$ cat config.mk
export PLATFORM = sky130hd
export DESIGN_NAME = centibel_peak_meter
export DESIGN_NICKNAME = d
export VERILOG_FILES = /design/src/rtl/cbpm_pkg.sv /design/src/rtl/cbpm_log.sv /design/src/rtl/cbpm_pick.sv /design/src/rtl/centibel_peak_meter.sv
export SDC_FILE = /design/constraint.sdc
export NUM_CORES = 1
export LEC_CHECK = 0
export BUFFER_PORTS_ARGS = -buffer_cell sky130_fd_sc_hd__buf_2
export CAP_MARGIN = 5
export CORE_MARGIN = 4
export CORE_UTILIZATION = 50
export CTS_CLUSTER_SIZE = 8
export DETAILED_ROUTE_END_ITERATION = 16
export PLACE_DENSITY = 0.68
export SLEW_MARGIN = 20
export SYNTH_ARGS = -nofsm -noshare
export SYNTH_HDL_FRONTEND = slang
export SYNTH_SLANG_ARGS = --single-unit
export TNS_END_PERCENT = 20
$ cat constraint.sdc
create_clock -name clk -period 7.25 [get_ports clk]
set_input_delay 0.3625 -clock clk [delete_from_list [all_inputs] [get_ports clk]]
set_output_delay 0.3625 -clock clk [all_outputs]
set_load 0.05 [all_outputs]
$ cat src/rtl/cbpm_pkg.sv
`timescale 1ns / 1ps

package cbpm_pkg;

  // Level in centibels, two's complement
  localparam int CB_W = 11;
  typedef logic signed [CB_W-1:0] cb_t;

  // Configuration register indexes
  localparam int CFG_IDX_W = 1;
  localparam logic [CFG_IDX_W-1:0] REG_FULL_SCALE = 1'b0;
  localparam logic [CFG_IDX_W-1:0] REG_OVERLOAD   = 1'b1;

  // Register reset values
  localparam logic [15:0] FULL_SCALE_RESET = 16'd3000;
  localparam logic [15:0] OVERLOAD_RESET   = 16'd4500;
  // Level of the reset full-scale amplitude (3000 -> 7 shifts, fine index 23)
  localparam cb_t FULL_SCALE_CB_RESET = 11'sd695;

  // Color codes
  localparam logic [1:0] COLOR_GREY  = 2'd0;
  localparam logic [1:0] COLOR_GREEN = 2'd1;
  localparam logic [1:0] COLOR_RED   = 2'd2;

  // Level thresholds and bar floor
  localparam cb_t LVL_RED   = -11'sd3;
  localparam cb_t LVL_GREEN = -11'sd130;
  localparam cb_t LVL_FLOOR = -11'sd280;
  localparam cb_t LVL_TOP   = 11'sd0;

  // Fine log table over the normalized mantissa 0..31
  localparam cb_t FINE_LOG [32] = '{
    -11'sd1,  11'sd0,   11'sd60,  11'sd95,  11'sd120, 11'sd140, 11'sd156, 11'sd169,
    11'sd181, 11'sd191, 11'sd200, 11'sd208, 11'sd216, 11'sd223, 11'sd229, 11'sd235,
    11'sd243, 11'sd249, 11'sd253, 11'sd258, 11'sd262, 11'sd266, 11'sd270, 11'sd274,
    11'sd278, 11'sd281, 11'sd285, 11'sd288, 11'sd291, 11'sd294, 11'sd297, 11'sd300
  };

  // Coarse level for a shift count: (shifts * 301 + 2) / 5
  function automatic cb_t coarse_cb(input logic [3:0] shifts);
    cb_t val;
    unique case (shifts)
      4'd0:    val = 11'sd0;
      4'd1:    val = 11'sd60;
      4'd2:    val = 11'sd120;
      4'd3:    val = 11'sd181;
      4'd4:    val = 11'sd241;
      4'd5:    val = 11'sd301;
      4'd6:    val = 11'sd361;
      4'd7:    val = 11'sd421;
      4'd8:    val = 11'sd482;
      4'd9:    val = 11'sd542;
      4'd10:   val = 11'sd602;
      4'd11:   val = 11'sd662;
      default: val = 11'sd0;
    endcase
    return val;
  endfunction

endpackage

$ cat src/rtl/cbpm_log.sv
`timescale 1ns / 1ps

module cbpm_log (
  input  logic [15:0]  amp,
  output cbpm_pkg::cb_t cb
);
  import cbpm_pkg::*;

  logic [3:0] shift4;
  logic [7:0] amp_mid;
  logic [3:0] shift1;
  logic [4:0] mant;

  // Normalize by nibbles while at least 256
  always_comb begin
    priority if (amp >= 16'd4096) shift4 = 4'd8;
    else if (amp >= 16'd256)      shift4 = 4'd4;
    else                          shift4 = 4'd0;
  end

  assign amp_mid = 8'(amp >> shift4);

  // Normalize by single bits while at least 32
  always_comb begin
    priority if (amp_mid[7]) shift1 = 4'd3;
    else if (amp_mid[6])     shift1 = 4'd2;
    else if (amp_mid[5])     shift1 = 4'd1;
    else                     shift1 = 4'd0;
  end

  assign mant = 5'(amp_mid >> shift1);

  // Zero amplitude lands on the table's -1 entry with no shifts
  assign cb = coarse_cb(shift4 + shift1) + FINE_LOG[mant];

endmodule

$ cat src/rtl/cbpm_pick.sv
`timescale 1ns / 1ps

module cbpm_pick #(
  parameter int REDRAW_EVERY = 5
) (
  input  logic [31:0] frame,
  output logic        pick
);
  localparam int MW = (REDRAW_EVERY > 1) ? $clog2(REDRAW_EVERY) : 1;

  logic [MW-1:0] byte_res [4][256];
  logic [MW-1:0] fold_res [256];
  logic [7:0]    res_sum;

  // Residue tables: byte value times its weight, reduced by the redraw period
  for (genvar k = 0; k < 4; k++) begin : g_byte
    localparam int WT = (1 << (8 * k)) % REDRAW_EVERY;
    for (genvar b = 0; b < 256; b++) begin : g_entry
      assign byte_res[k][b] = MW'((b * WT) % REDRAW_EVERY);
    end
  end

  for (genvar s = 0; s < 256; s++) begin : g_fold
    assign fold_res[s] = MW'(s % REDRAW_EVERY);
  end

  // Sum the byte residues, then fold once more
  assign res_sum = 8'(byte_res[0][frame[7:0]])   + 8'(byte_res[1][frame[15:8]]) +
                   8'(byte_res[2][frame[23:16]]) + 8'(byte_res[3][frame[31:24]]);

  assign pick = (fold_res[res_sum] == MW'(1 % REDRAW_EVERY));

endmodule

$ cat src/rtl/centibel_peak_meter.sv
`timescale 1ns / 1ps

// Peak level meter: turns one frame's peak amplitude and radio status into
// one bar redraw / clear result per item.
// Input stream: in_tdata carries peak_level and frame_count, in_tuser the
// transmit, receive and menu flags. Output stream: out_tdata carries
// bar_length, bar_color and relative_level, out_tuser draw_bar and
// clear_meter. The cfg channel writes full_scale_amplitude (index 0) and
// overload_limit (index 1); it is always ready and the user must use it only
// while idle, which the block does not enforce. Throughput: one item per cycle
// while the receiver keeps up. An accepted item is held in the input register,
// passes the log, compare and hold-counter logic combinationally and lands in
// the output register when it advances, raising out_tvalid. The meter state
// updates in that same step. When the receiver stalls, the result waits in the
// output register and one more item waits in the input register; in_tready
// drops only when both are full. Reset (rst_n low, synchronous) empties both
// registers, clears the last frame seen, the shown flag and both hold counters,
// and loads the configuration reset values (3000 full scale, 4500 overload).
module centibel_peak_meter #(
  parameter int REDRAW_EVERY = 5,
  parameter int HOLD_REDRAWS = 30
) (
  input  logic        clk,
  input  logic        rst_n,
  // Input channel
  input  logic        in_tvalid,
  output logic        in_tready,
  input  logic [47:0] in_tdata,   // [15:0] peak_level, [47:16] frame_count
  input  logic [2:0]  in_tuser,   // [0] transmitting, [1] receiving, [2] menu_open
  // Result channel
  output logic        out_tvalid,
  input  logic        out_tready,
  output logic [23:0] out_tdata,  // [7:0] bar_length, [9:8] bar_color,
                                  // [20:10] relative_level, [23:21] zero
  output logic [1:0]  out_tuser,  // [0] draw_bar, [1] clear_meter
  // Configuration channel
  input  logic        cfg_valid,
  output logic        cfg_ready,
  input  logic [cbpm_pkg::CFG_IDX_W-1:0] cfg_index,
  input  logic [15:0] cfg_data
);
  import cbpm_pkg::*;

  localparam int HOLD_W = $clog2(HOLD_REDRAWS + 1);

  // Configuration
  logic [15:0] overload_r;
  cb_t         fs_cb_r;
  cb_t         cfg_cb;

  // Input register
  logic        in_v_r;
  logic [15:0] peak_r;
  logic [31:0] frame_r;
  logic        tx_r, rx_r, menu_r, pick_r;
  logic        pick_in;

  // Meter state
  logic [31:0]       last_frame_r, last_frame_nxt;
  logic              shown_r, shown_nxt;
  logic [HOLD_W-1:0] red_hold_r, red_hold_nxt;
  logic [HOLD_W-1:0] green_hold_r, green_hold_nxt;

  // Output register
  logic        out_v_r;
  logic        draw_r, draw_nxt;
  logic [7:0]  bar_r, bar_nxt;
  logic [1:0]  color_r, color_nxt;
  cb_t         rel_r, rel_nxt;
  logic        clear_r, clear_nxt;

  // Datapath
  cb_t  peak_cb, rel, clamped, lifted;
  logic frame_ok, hot, warm, adv;

  assign cfg_ready = 1'b1;

  // Level of a new full-scale value, taken at the write
  cbpm_log u_cfg_log (
    .amp (cfg_data),
    .cb  (cfg_cb)
  );

  // Write configuration registers
  always_ff @(posedge clk) begin
    if (!rst_n) begin
      fs_cb_r    <= FULL_SCALE_CB_RESET;
      overload_r <= OVERLOAD_RESET;
    end else if (cfg_valid && cfg_ready) begin
      unique case (cfg_index)
        REG_FULL_SCALE: fs_cb_r    <= cfg_cb;
        REG_OVERLOAD:   overload_r <= cfg_data;
        default:        ;
      endcase
    end
  end

  // Redraw pick from the frame count, ahead of the input register
  cbpm_pick #(
    .REDRAW_EVERY (REDRAW_EVERY)
  ) u_pick (
    .frame (in_tdata[47:16]),
    .pick  (pick_in)
  );

  // Advance when the input register holds an item and the output can take it
  assign adv       = in_v_r && (!out_v_r || out_tready);
  assign in_tready = !in_v_r || adv;

  // Capture an input transaction
  always_ff @(posedge clk) begin
    if (!rst_n) begin
      in_v_r <= 1'b0;
    end else if (in_tready) begin
      in_v_r <= in_tvalid;
    end
  end

  always_ff @(posedge clk) begin
    if (in_tvalid && in_tready) begin
      peak_r  <= in_tdata[15:0];
      frame_r <= in_tdata[47:16];
      tx_r    <= in_tuser[0];
      rx_r    <= in_tuser[1];
      menu_r  <= in_tuser[2];
      pick_r  <= pick_in;
    end
  end

  // Peak level relative to full scale
  cbpm_log u_peak_log (
    .amp (peak_r),
    .cb  (peak_cb)
  );

  assign rel      = peak_cb - fs_cb_r;
  assign frame_ok = tx_r && (peak_r < overload_r) && (last_frame_r < frame_r);
  assign hot      = rel > LVL_RED;
  assign warm     = rel > LVL_GREEN;

  // Clamp to the bar range and shift to a pixel count
  always_comb begin
    priority if (rel < LVL_FLOOR) clamped = LVL_FLOOR;
    else if (rel > LVL_TOP)       clamped = LVL_TOP;
    else                          clamped = rel;
  end

  assign lifted = clamped - LVL_FLOOR;

  // Meter state and result for the held item
  always_comb begin
    last_frame_nxt = last_frame_r;
    shown_nxt      = shown_r;
    red_hold_nxt   = red_hold_r;
    green_hold_nxt = green_hold_r;
    draw_nxt       = 1'b0;
    bar_nxt        = 8'd0;
    color_nxt      = COLOR_GREY;
    rel_nxt        = '0;
    clear_nxt      = 1'b0;
    if (!menu_r) begin
      if (frame_ok) begin
        last_frame_nxt = frame_r;
        shown_nxt      = 1'b1;
        rel_nxt        = rel;
        if (pick_r) begin
          draw_nxt = 1'b1;
          bar_nxt  = lifted[8:1];
          priority if (hot || (red_hold_r != '0)) begin
            if (red_hold_r != '0) red_hold_nxt = red_hold_r - HOLD_W'(1);
            if (hot) red_hold_nxt = HOLD_W'(HOLD_REDRAWS);
            color_nxt = COLOR_RED;
          end else if (warm || (green_hold_r != '0)) begin
            if (green_hold_r != '0) green_hold_nxt = green_hold_r - HOLD_W'(1);
            if (warm) green_hold_nxt = HOLD_W'(HOLD_REDRAWS);
            color_nxt = COLOR_GREEN;
          end else begin
            color_nxt = COLOR_GREY;
          end
        end
      end
      // Receive clears a shown meter after the frame is handled
      if (rx_r && shown_nxt) begin
        clear_nxt      = 1'b1;
        shown_nxt      = 1'b0;
        red_hold_nxt   = '0;
        green_hold_nxt = '0;
      end
    end
  end

  // Update meter state as an item advances
  always_ff @(posedge clk) begin
    if (!rst_n) begin
      last_frame_r <= '0;
      shown_r      <= 1'b0;
      red_hold_r   <= '0;
      green_hold_r <= '0;
    end else if (adv) begin
      last_frame_r <= last_frame_nxt;
      shown_r      <= shown_nxt;
      red_hold_r   <= red_hold_nxt;
      green_hold_r <= green_hold_nxt;
    end
  end

  // Output register: load on advance, drop when the transaction completes
  always_ff @(posedge clk) begin
    if (!rst_n) begin
      out_v_r <= 1'b0;
    end else if (adv) begin
      out_v_r <= 1'b1;
    end else if (out_tready) begin
      out_v_r <= 1'b0;
    end
  end

  always_ff @(posedge clk) begin
    if (adv) begin
      draw_r  <= draw_nxt;
      bar_r   <= bar_nxt;
      color_r <= color_nxt;
      rel_r   <= rel_nxt;
      clear_r <= clear_nxt;
    end
  end

  assign out_tvalid = out_v_r;
  assign out_tdata  = {3'b000, rel_r, color_r, bar_r};
  assign out_tuser  = {clear_r, draw_r};

endmodule
Word level (Yosys, flattened, before mapping). Memory sizes are Yosys's and may differ from the RTL's. Index checks and enable logic that the tools add are counted.

Bitwise gates (word level): 11. Mux-type cells: 48. Reduce and logical (&&, ||, !) cells: 29. $add $sub $neg: 11. Order comparisons: 17. Shift operators: 4. Eq/ne operators: 2.

Operators by type and width (count): $mux W5 (13); $ge A9 B9 Y1 const B (5); $not A8 Y9 (5); $mux W11 (4); $mux W3 (12); $ge A16 B13 Y1 const B (2); $ge A16 B9 Y1 const B (2); $lt A32 B32 Y1 (1); $shr A16 B4 Y8 (2); $mux W4 (6); $add A11 B11 Y11 (2); $mux W9 (2); $add A8 B3 Y8 (2); $lt A16 B16 Y1 (1); $shr A8 B4 Y5 (2); $ge A6 B6 Y1 const B (2); $not A5 Y6 (2); $gt A11 B1 Y1 const B (1); $gt A11 B3 Y1 const B (1); $gt A11 B9 Y1 const B (1); $lt A11 B10 Y1 const B (1); $sub A11 B11 Y11 (1); $mux W1 (10); $reduce_bool A2 Y1 (5); 20 further kinds (37).

Flip-flop bits (word level): 147. Logic and storage cells: 151. ROM bits: 4864. Output and inout port bits: 29. Memories kept: 9.

Memory list: (no name shown) (words 256, bits a word 3, read ports 1, clocked after memory_dff 0, write ports 0, line cbpm_pick.sv:28) `assign res_sum = 8'(byte_res[0][frame[7:0]]) + 8'(byte_res[1][frame[15:8]]) +`; (no name shown) (words 256, bits a word 3, read ports 1, clocked after memory_dff 0, write ports 0, line cbpm_pick.sv:28); (no name shown) (words 256, bits a word 3, read ports 1, clocked after memory_dff 0, write ports 0, line cbpm_pick.sv:29) `8'(byte_res[2][frame[23:16]]) + 8'(byte_res[3][frame[31:24]]);`; (no name shown) (words 256, bits a word 3, read ports 1, clocked after memory_dff 0, write ports 0, line cbpm_pick.sv:29); (no name shown) (words 256, bits a word 3, read ports 1, clocked after memory_dff 0, write ports 0, line cbpm_pick.sv:31) `assign pick = (fold_res[res_sum] == MW'(1 % REDRAW_EVERY));`; (no name shown) (words 32, bits a word 11, read ports 1, clocked after memory_dff 0, write ports 0, line cbpm_log.sv:34) `assign cb = coarse_cb(shift4 + shift1) + FINE_LOG[mant];`; +3 memories.

Logic depth before layout (Yosys ltp). Gate-level depths: netlist of run 1.

Depth in word-level cells: 21. Mapped depth: 33. Gate-level depth less buffers: 31.

Hierarchy. Synthesis of run 1 repeated with hierarchy kept, for this count alone.

Cell total of the unflattened synthesis: 1731. Area total of the unflattened synthesis: 14521.4 µm².

By module, submodules not included: centibel_peak_meter (seq. area each 3693.5 µm², area each 7344.5 µm², instances 1, cells an instance 734); cbpm_pick (seq. area each 0.0 µm², area each 4040.1 µm², instances 1, cells an instance 557); cbpm_log (u_peak_log) (seq. area each 0.0 µm², area each 1592.8 µm², instances 1, cells an instance 224); cbpm_log (u_cfg_log) (seq. area each 0.0 µm², area each 1544.0 µm², instances 1, cells an instance 216).

Worst setup path before layout of run 1. Ideal clock, no wire load.

Path type: flip-flop to flip-flop. Start point: register peak_r[15]. End point: register bar_r[6], data pin. Arrival: 6.513 ns. Path slack: 0.566 ns. Data required time: 7.079 ns. Stages on the path, launching flop included: 30. Path through: edfxtp_1 > or4_4 > buf_6 > buf_6 > o21ai_0 > nor2_1 > a211o_1 > o21ai_1 > inv_1 > ha_1 > inv_1 > or3_1 > o21a_1 > o22ai_1 > a31oi_1 > fa_1 > fa_1 > nand2b_1 > a211oi_1 > a211oi_1 > nor3_1 > nand3_1 > a21o_1 > and2_1 > or3_1 > ha_1 > nor2_1 > mux2_2 > nand2_1 > a211oi_1.

Word-level cells in the longest chain between the ends: 18. Elaborated cells between the ends (all ways): 27.

Ends and longest elaborated chain: from (decl) (line centibel_peak_meter.sv:53) `logic [15:0] peak_r;`; from (signal assigned) (line centibel_peak_meter.sv:121) `peak_r <= in_tdata[15:0];`; $ge A16 B9 Y1 (line cbpm_log.sv:17) `else if (amp >= 16'd256) shift4 = 4'd4;`; $mux W3 (line cbpm_log.sv:17); $mux W4 (line cbpm_log.sv:16) `priority if (amp >= 16'd4096) shift4 = 4'd8;`; $shr A16 B4 Y8 (line cbpm_log.sv:21) `assign amp_mid = 8'(amp >> shift4);`; $mux W1 (line cbpm_log.sv:27) `else if (amp_mid[5]) shift1 = 4'd1;`; $mux W4 (line cbpm_log.sv:26) `else if (amp_mid[6]) shift1 = 4'd2;`; $mux W4 (line cbpm_log.sv:25) `priority if (amp_mid[7]) shift1 = 4'd3;`; $shr A8 B4 Y5 (line cbpm_log.sv:31) `assign mant = 5'(amp_mid >> shift1);`; $not A5 Y6 (not written as such) (line cbpm_log.sv:34); $mem_v2 Z32 W11; $mux W11 (not written as such) (2 in series) (line cbpm_log.sv:34); $add A11 B11 Y11 (line cbpm_log.sv:34); $sub A11 B11 Y11 (line centibel_peak_meter.sv:136) `assign rel = peak_cb - fs_cb_r;`; $gt A11 B1 Y1 (line centibel_peak_meter.sv:144) `else if (rel > LVL_TOP) clamped = LVL_TOP;`; $mux W9 (line centibel_peak_meter.sv:144); $mux W9 (line centibel_peak_meter.sv:143) `priority if (rel < LVL_FLOOR) clamped = LVL_FLOOR;`; $sub A9 B9 Y9 (line centibel_peak_meter.sv:148) `assign lifted = clamped - LVL_FLOOR;`; to (signal assigned) (line centibel_peak_meter.sv:221) `bar_r <= bar_nxt;`; to (decl) (line centibel_peak_meter.sv:67) `logic [7:0] bar_r, bar_nxt;`.

Parallel ways exist; a longest one is shown, timed or not. The select of a mux whose other input is x is not followed. A chain may end at the register's enable or synchronous reset.

Worst setup path in the final report of run 1. Ends and elaborated chain as after synthesis.

==> metrics.cfg, run 1 <==
[die]
die_area_sq_mm=0.0290
die_w_um=170
core_sq_mm=0.0260
ios=102
row_count=59
initial_core_util=0.506
die_y_um=170

[placement]
place_ws_ns=0.346
globalplace.congestion=0.886
dpl.hpwl_um=22800
portBuffers=97

[critical_path]
end_kind=register
crit_slowest_cell=or4_4
cpPeakStageDelay_ns=0.64
critical_path_class=reg2reg
worstPathArrival_ns=7.02
required_ns=7.50
cp_max_fo=11
ff2ff_setup_slack_ns=0.48
cp-start-kind=register

[power]
p_sw_frac=0.396
ir_worst_vdd_mv=0.174
combPwrFrac=0.453
leakagePower_nw=6.08
netSwitchingPower_mw=1.27
intPower_mw=1.93
clock_power_share=0.249
pwr-share-seq=0.299
powerDensity_mw_per_mm2=223

[synthesis]
synth-seq-cells=147
ys_types=87
synthArstFlopShare=0
yosysWarnings=0
syn_area_per_cell_sq_um=7.80
synth_edf_count=75
ys_seq_area_frac=0.281
synthesis.area_sq_mm=0.0132
netlist_instances=1685
synth-main-ff-cell=edfxtp_1

[cts]
cts_max_path_buffers=2
clk_latency_ns=0.43
clkSinkCount=147
cts_tree=done
ctsHoldBuffers=0
cts_buffers=17
root_buffer=clkbuf_16
clkTransAtPathRegs_ns=0.07
htreeDepth=4

[routing]
vias=11811
drc_errors=0
drt_iter0_markers=850
wl_per_cell_um=14.7
finalWirelength_um=30500
dr.pass1.iters=5
ant_nets=0
vias_per_cell=5.69

[timing]
fmax_mhz=148
hold_viol_final=0
fin_crit_sh=0.934
fin_setup_tns_ns=0
slew_viol_final=0
setup_viol=0
period_minus_slack_ns=6.77
timing.final.ws_setup_ns=0.479
rsz0062_at_grt=no
max-slew-margin-rel=0.304
fin_skew_ns=0.00876
tightest_slew_ns=1.04

[final_layout]
final_nets=1935
final_common_cell=nand2_1
layout.cells.most_common_list=nand2_1 (259), a21oi_1 (185), inv_1 (134)
n_fill_cell=2424
layout-drive-gt1-share=0.116
final_util=0.552
area_growth_pct=9.14

[worst_hold_path]
min_path_type=in2reg

[status]
status=finished clean

[grt]
grt-ovfl-total=0
grt_pass1_vias=10893
grt_use_total=0.210
grt_pass1_wl_um=51000
antenna_found_initial=1
grt_max_degree=56

[flow_run]
cap_viol_max_count=0

==> critical path: cells and delay by family (launching register included) <==
family | cells | cell delay, ns
flops | 1 | 0.44
xor+xnor | 1 | 0.40
mux | 2 | 0.30
fa+ha+maj | 4 | 1.42
simple gates | 8 | 1.86
compound gates | 10 | 1.83
buf+inv | 3 | 0.31
==> layer usage <==
layer,share of wire,up-vias,global-route usage
met3,0.035,56,0.0281
met5,0,-,0
met4,0.026,0,0.0726
li1,-,6078,-
met2,0.49,246,0.360
met1,0.45,5431,0.272
==> per-stage QoR <==
step                      cell area [sq um]  total power, mW  hold slack (ns)  instances
final                                 14400             3.20            0.114       2075
after CTS                             14300             3.21            0.100       2069
after floorplan                       13200             2.09            0.431       1687
after global routing                  14400             3.45           0.0991       2075
after global placement                13800             2.39            0.437       2037
after detailed placement              13800             2.40            0.443       2037
==> power by group through the flow <==
stage	registers, mW	clock network, mW	logic [mW]
after floorplan	0.993	0	1.09
after global placement	0.973	0	1.41
after global routing	0.961	0.850	1.64
after CTS	0.956	0.810	1.44
final	0.956	0.795	1.45
after detailed placement	0.974	0	1.43
==> Yosys cell counts (all sizes together), types with 4 or more instances <==
library cell  number  area share
mux2i             49       0.037
o22ai              6      0.0029
nand3b             5      0.0029
nor3              21      0.0080
nor2             130       0.037
buf               27       0.012
nand2b            15      0.0071
nor2b             14      0.0067
inv              137       0.040
xor2              12      0.0080
o2bb2ai            5      0.0033
and2              14      0.0069
o31ai              5      0.0029
a21o              18       0.010
or2                4      0.0019
nor4b              7      0.0051
nand2            260       0.075
mux2              22       0.019
fa                16       0.024
clkbuf            70       0.020
xnor2             13      0.0087
dfxtp             72        0.11
o21a               8      0.0046
a211oi            37       0.021
ha               120        0.11
o211ai            45       0.026
nand3             29       0.012
o221ai             6      0.0045
o21ai            128       0.049
a31oi             17      0.0081
a22oi              6      0.0034
a21boi             6      0.0037
a221oi             7      0.0047
nor4               8      0.0049
or3                8      0.0038
nand4             13      0.0073
a21oi            187       0.072
o21bai             8      0.0054
edfxtp            75        0.17
and3               7      0.0033
==> registers in the layout (all words and copies together), names as in the netlist <==
name / flops
in_v_r: 1
out_tvalid: 1
color_r: 2
bar_r: 8
last_frame_r: 32
overload_r: 16
rx_r: 1
frame_r: 32
fs_cb_r: 11
shown_r: 1
draw_r: 1
pick_r: 1
peak_r: 16
menu_r: 1
rel_r: 11
tx_r: 1
red_hold_r: 5
green_hold_r: 5
clear_r: 1
==> path summary, 6_finish.rpt <==
check	startpoint	end	depth (start not counted)
min	in_tdata[1]	peak_r[1]	1
min reg2reg	overload_r[14]	overload_r[14]	2
max reg2reg	peak_r[15]	bar_r[6]	28
max	peak_r[15]	bar_r[6]	28
==> timing repair <==
| action | 4_1_cts | 5_1_grt |
|---|---|---|
| resized for setup | 0 | 1 |
| hold endpoints to repair | 0 | 0 |
| setup endpoints to repair | 0 | 1 |
| buffers inserted | 0 | 5 |
==> cell families (layout without fill, tap and decap cells) <==
| logic type | Yosys count | in the layout | synth area share |
|---|---|---|---|
| xor+xnor | 26 | 26 | 0.0185 |
| buf+inv | 236 | 288 | 0.0719 |
| mux | 71 | 71 | 0.0561 |
| compound gates | 523 | 523 | 0.245 |
| simple gates | 544 | 544 | 0.188 |
| other cells | 2 | 5 | 0.000571 |
| fa+ha+maj | 136 | 136 | 0.139 |
| flops | 147 | 147 | 0.281 |
==> area by class of cell <==
class | instances | area, sq um | share of cell area
multi-input cells | 1304 | 8540 | 0.595
well taps | 335 | 419 | 0.0292
clock buffers | 18 | 429 | 0.0299
inverters | 139 | 529 | 0.0369
diodes | 1 | 2.50 | 0.000174
flip-flops and latches | 147 | 3690 | 0.257
repair buffers | 117 | 636 | 0.0443
clock inverters | 14 | 105 | 0.00732
Note: power is estimated with default switching activity, not from simulation.
==> run 2, diff against run 1 <==
--- a/config.mk
+++ b/config.mk
@@ -5,13 +5,14 @@
 export SDC_FILE = /design/constraint.sdc
 export NUM_CORES = 1
 export LEC_CHECK = 0
+export ABC_AREA = 1
 export BUFFER_PORTS_ARGS = -buffer_cell sky130_fd_sc_hd__buf_2
 export CAP_MARGIN = 5
 export CORE_MARGIN = 4
 export CORE_UTILIZATION = 50
 export CTS_CLUSTER_SIZE = 8
 export DETAILED_ROUTE_END_ITERATION = 16
-export PLACE_DENSITY = 0.68
+export PLACE_DENSITY = 0.71
 export SLEW_MARGIN = 20
 export SYNTH_ARGS = -nofsm -noshare
 export SYNTH_HDL_FRONTEND = slang
==> constraint.sdc (replaced) <==
create_clock -name clk -period 5.8 [get_ports clk]
set_input_delay 0.29 -clock clk [delete_from_list [all_inputs] [get_ports clk]]
set_output_delay 0.29 -clock clk [all_outputs]
set_load 0.05 [all_outputs]
==> run 2 against run 1 <==
Net effect:
- maximum frequency rose by 21%
- die area fell by 3.3%
- via count rose by 1.7%
- combinational power rose by 43%
- sequential power rose by 24%
- cell area rose by 0.17%
- synthesized cell count rose by 6.5%
- routed wire length rose by 0.57%
- global-route usage rose by 0.21 points
- synthesized area fell by 3.5%
==> metrics.cfg, run 2 <==
[routing]
finalWirelength_um=30700  ; was 30500 um
vias_per_cell=5.39  ; was 5.69
ant_nets=0  ; unchanged
vias=12013  ; was 11.8k
wl_per_cell_um=13.8  ; was 14.7 um
dr.pass1.iters=5  ; unchanged
drt_iter0_markers=752  ; was 850
drc_errors=0  ; unchanged

[cts]
cts_buffers=17  ; unchanged
cts_max_path_buffers=2  ; unchanged
root_buffer=clkbuf_16  ; unchanged
clkSinkCount=147  ; unchanged
ctsHoldBuffers=0  ; unchanged
clkTransAtPathRegs_ns=0.07  ; about the same
cts_tree=done  ; unchanged
htreeDepth=4  ; unchanged
clk_latency_ns=0.43  ; about the same

[power]
ir_worst_vdd_mv=0.210  ; was 0.174 mV
clock_power_share=0.247  ; was 0.249
powerDensity_mw_per_mm2=302  ; was 223 mW/mm^2
leakagePower_nw=6.89  ; was 6.08 nW
p_sw_frac=0.415  ; was 0.396
combPwrFrac=0.478  ; was 0.453
netSwitchingPower_mw=1.80  ; was 1.27 mW
intPower_mw=2.54  ; was 1.93 mW
finalPower_mw=4.35  ; was 3.20 mW
pwr-share-seq=0.274  ; was 0.299

[synthesis]
synthTopCellsByCount=nand2_1 (369), inv_1 (243), o21ai_0 (223), nor2_1 (138), a21oi_1 (134)  ; was nand2_1 (259), a21oi_1 (185), inv_1 (134), nor2_1 (130), o21ai_0 (127)
synth-seq-cells=147  ; unchanged
synth_edf_count=75  ; unchanged
yosysTopAreaCellShare=0.177  ; was 0.171
ys_seq_area_frac=0.291  ; was 0.281
synthArstFlopShare=0  ; unchanged
synth-main-ff-cell=edfxtp_1  ; unchanged
syn_area_per_cell_sq_um=7.08  ; was 7.80 sq um
ys_types=59  ; was 87
netlist_instances=1794  ; was 1685
yosys.cell_count.top_type=nand2_1  ; unchanged
synth_area_leaders=edfxtp_1 (18%), ha_1 (12%), dfxtp_1 (11%)  ; was edfxtp_1 (17%), ha_1 (11%), dfxtp_1 (11%)
yosysWarnings=0  ; unchanged
synthesis.area_sq_mm=0.0127  ; was 0.0132 sq mm
yosys.area.top_type=edfxtp_1  ; unchanged

[timing]
holdWs_ns=0.0397  ; was 0.114 ns
setup_viol=0  ; unchanged
period_minus_slack_ns=5.60  ; was 6.77 ns
fin_crit_sh=0.965  ; was 0.934
slew_viol_final=0  ; unchanged
tightest_slew_ns=0.936  ; was 1.04 ns
fin_skew_ns=0.0105  ; was 0.00876 ns
hold_viol_final=0  ; unchanged
timing.final.ws_setup_ns=0.203  ; was 0.479 ns
fmax_mhz=179  ; was 148 MHz
max-slew-margin-rel=0.374  ; was 0.304

[die]
die_area_sq_mm=0.0280  ; was 0.0290 sq mm
core_sq_mm=0.0251  ; was 0.0260 sq mm
ios=102  ; unchanged
row_count=58  ; was 59
die_w_um=167  ; was 170 um
die_y_um=167  ; was 170 um
initial_core_util=0.506  ; about the same

[critical_path]
end_kind=register  ; unchanged
cp-start-kind=register  ; unchanged
critical_path_class=reg2reg  ; unchanged
cp_max_fo=8  ; was 11
required_ns=5.97  ; was 7.50 ns
crit_slowest_cell=fa_1  ; was or4_4
crit_family=simple AND/OR/NAND/NOR gates  ; unchanged
ff2ff_setup_slack_ns=0.20  ; was 0.48 ns
cpPeakStageDelay_ns=0.48  ; was 0.64 ns
worstPathArrival_ns=5.77  ; was 7.02 ns
path_common_cell=nand2_1
crit_buf_inv=7  ; was 3

[placement]
portBuffers=97  ; unchanged
place_ws_ns=-0.0314  ; was 0.346 ns
globalplace.congestion=0.915  ; was 0.886
dpl.hpwl_um=23500  ; was 22800 um

[grt]
grt-ovfl-total=0  ; unchanged
grt_pass1_wl_um=50600  ; was 51000 um
top_usage_layer=met2  ; unchanged
grt_use_total=0.212  ; was 0.210
antenna_found_initial=4  ; was 1
met2_usage=0.378  ; was 0.360
met1_usage=0.268  ; was 0.272
grt_max_degree=60  ; was 56
grt_pass1_vias=11175  ; was 10.9k
use_met3=0.0283  ; was 0.0281

[worst_hold_path]
min_path_type=in2reg  ; unchanged

[final_layout]
final_nets=2094  ; was 1935
reg_top3=frame_r (32), last_frame_r (32)  ; unchanged
layout.cells.most_common_list=nand2_1 (366), inv_1 (238), o21ai_0 (220)  ; was nand2_1 (259), a21oi_1 (185), inv_1 (134)
final_util=0.573  ; was 0.552
layout-drive-gt1-share=0.145  ; was 0.116
final_common_cell=nand2_1  ; unchanged
area_growth_pct=13.3  ; was 9.14%

[status]
status=finished clean  ; unchanged

[flow_run]
cap_viol_max_count=0  ; unchanged

[run 2: cell types whose count changed in the layout (fill, tap and decap cells not counted), moves of 17 or more]
| cell | previous run | this run |
|---|---|---|
| a21oi_1 | 185 | 126 |
| mux2_2 | 22 | 0 |
| mux2i_1 | 49 | 5 |
| a21o_1 | 18 | 1 |
| o21ai_0 | 127 | 220 |
| a211oi_1 | 36 | 5 |
| nand2_1 | 259 | 366 |
| nand2_2 | 0 | 20 |
| nand3_1 | 27 | 100 |
| inv_1 | 134 | 238 |
[run 2: final timing paths]
kind	depth (start not counted)	from	endpoint
worst max-delay path	36	peak_r[12]	bar_r[6]
worst min-delay path	1	in_tdata[11]	peak_r[11]
worst max register to register	36	peak_r[12]	bar_r[6]
worst min register to register	1	rx_r	shown_r
[run 2: final cells by class]
cell class | count | area (sq um)
clock buffers | 18 | 429
repair buffers | 133 | 759
well taps | 330 | 413
flip-flops and latches | 147 | 3690
multi-input cells | 1329 | 7960
diodes | 1 | 2.50
fillers | 2433 | 10700
inverters | 257 | 972
clock inverters | 14 | 143
[run 2: what timing repair did]
item / CTS / global route
gates resized for setup: 2 / 47
buffers inserted: 0 / 9
endpoints found under the setup margin: 1 / 20
pin swaps: 0 / 19
gates cloned: 0 / 1
[run 2: per-layer routing]
layer	share of wire	wire length [um]	up-vias
li1	-	-	6195
met1	0.45	13800	5492
met2	0.49	15000	265
met3	0.038	1150	57
met4	0.023	691	4
met5	0.00088	27	-
[run 2: cells by family (layout without fill, tap and decap cells)]
kind of cell | after synthesis | count (layout) | share of synthesized area
other | 2 | 5 | 0.000592
AOI/OAI and AO/OA | 466 | 466 | 0.203
adders and majority gates | 136 | 136 | 0.144
DFF | 147 | 147 | 0.291
xor gates and xnor gates | 17 | 17 | 0.0117
muxes | 5 | 5 | 0.00394
and+or+nand+nor | 700 | 701 | 0.248
buffers and inverters | 321 | 422 | 0.0985
[run 2: power groups by stage]
stage / Clock, mW / Sequential (mW) / Combinational (mW)
2_1_floorplan: 0 / 1.24 / 1.39
3_3_place_gp: 0 / 1.21 / 1.89
3_5_place_dp: 0 / 1.21 / 1.93
4_1_cts: 1.09 / 1.19 / 1.94
5_1_grt: 1.14 / 1.20 / 2.33
6_report: 1.08 / 1.19 / 2.08
[run 2: per-stage QoR]
stage	cell area [sq um]	TNS (ns)	cells
floorplan	12700	0	1796
global placement	13500	0	2186
detailed placement	13500	-0.0314	2186
CTS	14100	0	2218
global route	14400	-0.163	2228
finish	14400	0	2229
==> run 3, diff against run 2 <==
--- a/config.mk
+++ b/config.mk
@@ -5,14 +5,13 @@
 export SDC_FILE = /design/constraint.sdc
 export NUM_CORES = 1
 export LEC_CHECK = 0
-export ABC_AREA = 1
 export BUFFER_PORTS_ARGS = -buffer_cell sky130_fd_sc_hd__buf_2
 export CAP_MARGIN = 5
 export CORE_MARGIN = 4
 export CORE_UTILIZATION = 50
 export CTS_CLUSTER_SIZE = 8
 export DETAILED_ROUTE_END_ITERATION = 16
-export PLACE_DENSITY = 0.71
+export PLACE_DENSITY = 0.67
 export SLEW_MARGIN = 20
 export SYNTH_ARGS = -nofsm -noshare
 export SYNTH_HDL_FRONTEND = slang
==> run 3 against run 2 <==
Net effect:
- the flow now finishes with violations (setup timing)
- clock-buffer cell count stayed put
- clock power is 7% lower
- cell area rose by 8.4%
- final cell count shrank 2.4%
- global-route usage about the same
- register-to-register slack lost 0.46 ns
- highest routed layer is now met4
- combinational power increased by 17%
- critical path depth down 8
==> metrics.cfg, run 3 (same netlist as run 1, synthesis figures left out) <==
[status]
status=finished, violations left  ; was finished clean
failed_checks=setup timing

[timing]
period_minus_slack_ns=6.06  ; was 5.60 ns
fin_skew_ns=0.0121  ; was 0.0105 ns
timing.final.ws_setup_ns=-0.261  ; was 0.203 ns
hold_viol_final=0  ; unchanged
rsz0062_at_grt=yes
fin_crit_sh=1.04  ; was 0.965
slew_viol_final=0  ; unchanged
max-slew-margin-rel=0.485  ; was 0.374
fmax_mhz=165  ; was 179 MHz
tightest_slew_ns=0.768  ; was 0.936 ns
setup_viol=5  ; was 0

[final_layout]
layout.cells.most_common_list=nand2_1 (256), a21oi_1 (182), inv_1 (130)  ; was nand2_1 (366), inv_1 (238), o21ai_0 (220)
reg_top3=frame_r (32), last_frame_r (32)  ; unchanged
final_common_cell=nand2_1  ; unchanged
layout-drive-gt1-share=0.197  ; was 0.145
final_cells=2176  ; was 2229
area_growth_pct=18.5  ; was 13.3%
final_nets=2037  ; was 2094
antennaDiodeCount=0  ; was 1

[die]
core_sq_mm=0.0260  ; was 0.0251 sq mm
die_area_sq_mm=0.0290  ; was 0.0280 sq mm
ios=102  ; unchanged
die_y_um=170  ; was 167 um
die_w_um=170  ; was 167 um
row_count=59  ; was 58
initial_core_util=0.506  ; about the same

[power]
leakagePower_nw=6.66  ; was 6.89 nW
powerDensity_mw_per_mm2=297  ; was 302 mW/mm^2
finalPower_mw=4.62  ; was 4.35 mW
ir_worst_vdd_mv=0.250  ; was 0.210 mV

[placement]
globalplace.congestion=0.907  ; was 0.915
dpl.hpwl_um=24100  ; was 23500 um
placed_cells=2123  ; was 2186
portBuffers=97  ; unchanged

[critical_path]
cp-start-kind=register  ; unchanged
crit_slowest_cell=or4_4  ; was fa_1
critical_path_class=reg2reg  ; unchanged
worstPathArrival_ns=6.31  ; was 5.77 ns
path_common_cell=buf_4  ; was nand2_1
cp_max_fo=14  ; was 8
end_kind=register  ; unchanged
cpPeakStageDelay_ns=0.62  ; was 0.48 ns
required_ns=6.05  ; was 5.97 ns

[grt]
grt-ovfl-total=0  ; unchanged
grt_pass1_wl_um=51800  ; was 50600 um
antenna_found_initial=0  ; was 4
grt_use_total=0.212  ; about the same
grt_pass1_vias=10945  ; was 11.2k
grt_max_degree=56  ; was 60

[routing]
drc_errors=0  ; unchanged
ant_nets=0  ; unchanged
dr.pass1.iters=5  ; unchanged
wl_per_cell_um=14.8  ; was 13.8 um
finalWirelength_um=32200  ; was 30700 um
vias_per_cell=5.59  ; was 5.39
drt_iter0_markers=881  ; was 752
vias=12171  ; was 12.0k

[cts]
cts_tree=done  ; unchanged
ctsHoldBuffers=0  ; unchanged
cts_max_path_buffers=2  ; unchanged
root_buffer=clkbuf_16  ; unchanged
clkTransAtPathRegs_ns=0.06  ; was 0.07 ns
htreeDepth=4  ; unchanged
clkSinkCount=147  ; unchanged
cts_buffers=17  ; unchanged
clk_latency_ns=0.42  ; was 0.43 ns

[flow_run]
cap_viol_max_count=0  ; unchanged

[worst_hold_path]
min_path_type=in2reg  ; unchanged

run 3: changes by cell type in the layout (fill, tap and decap cells not counted), sizes merged, moves of 22 or more:
cell and change:
buf +86, nand2 -137, inv -115, a21oi +52, a211oi +32, nor2 -22
o21ai -103, nand3 -77, mux2 +22, mux2i +44
run 3: critical path: cells and delay by family (launching register included):
family                   cells  cell delay, ns
adder cells (fa/ha/maj)      3            1.00
flip-flops                   1            0.39
AND/OR/NAND/NOR              7            1.39
multiplexers                 2            0.42
buffers and inverters        5            0.80
AO/OA/AOI/OAI               11            1.92
run 3: path summary, 6_finish.rpt:
check	from	to	slack (ns)	cells after the start
worst min register to register	fs_cb_r[6]	fs_cb_r[6]	0.45	2
worst max register to register	peak_r[14]	bar_r[6]	-0.26	28
worst min-delay path	in_tdata[5]	peak_r[5]	0.05	1
worst max-delay path	peak_r[14]	bar_r[6]	-0.26	28
run 3: area by class of cell:
cell class              instances  area [sq um]
flip-flops and latches        147          3690
clock buffers                  18           439
multi-input cells            1304          8960
clock inverters                14           104
repair buffers                219          1440
fillers                      2325         10400
inverters                     139           532
well taps                     335           419
run 3: timing repair:
item / in CTS / in global routing
pin swaps: 9 / 31
gates resized for setup: 10 / 56
setup buffers: 3 / 18
endpoints found under the setup margin: 7 / 20
gates cloned: 0 / 0
run 3: per-layer routing:
metal	vias to the layer above	routed length [um]	share of wire	track usage
met5	-	0	0	0
met4	0	662	0.021	0.0556
met3	40	889	0.028	0.0237
met2	208	16200	0.50	0.373
met1	5640	14500	0.45	0.278
li1	6283	-	-	-
run 3: report_power, final:
| part | internal, mW | total [mW] | switching [mW] |
|---|---|---|---|
| sequential | 1.16 | 1.19 | 0.0335 |
| combinational | 1.13 | 2.43 | 1.31 |
| clock | 0.560 | 1.00 | 0.441 |
| total | 2.84 | 4.62 | 1.78 |
run 3: stage by stage:
| step | hold slack (ns) | setup WS, ns | utilization | setup TNS [ns] | area (sq um) |
|---|---|---|---|---|---|
| floorplan | 0.389 | -0.210 | - | -0.219 | 13300 |
| global placement | 0.437 | -0.187 | 0.560 | -0.286 | 14600 |
| detailed placement | 0.448 | -0.306 | 0.560 | -0.729 | 14600 |
| CTS | 0.0303 | -0.225 | 0.584 | -0.413 | 15200 |
| global route | 0.0286 | -0.531 | 0.600 | -2.65 | 15600 |
| finish | 0.0459 | -0.261 | 0.600 | -0.552 | 15600 |
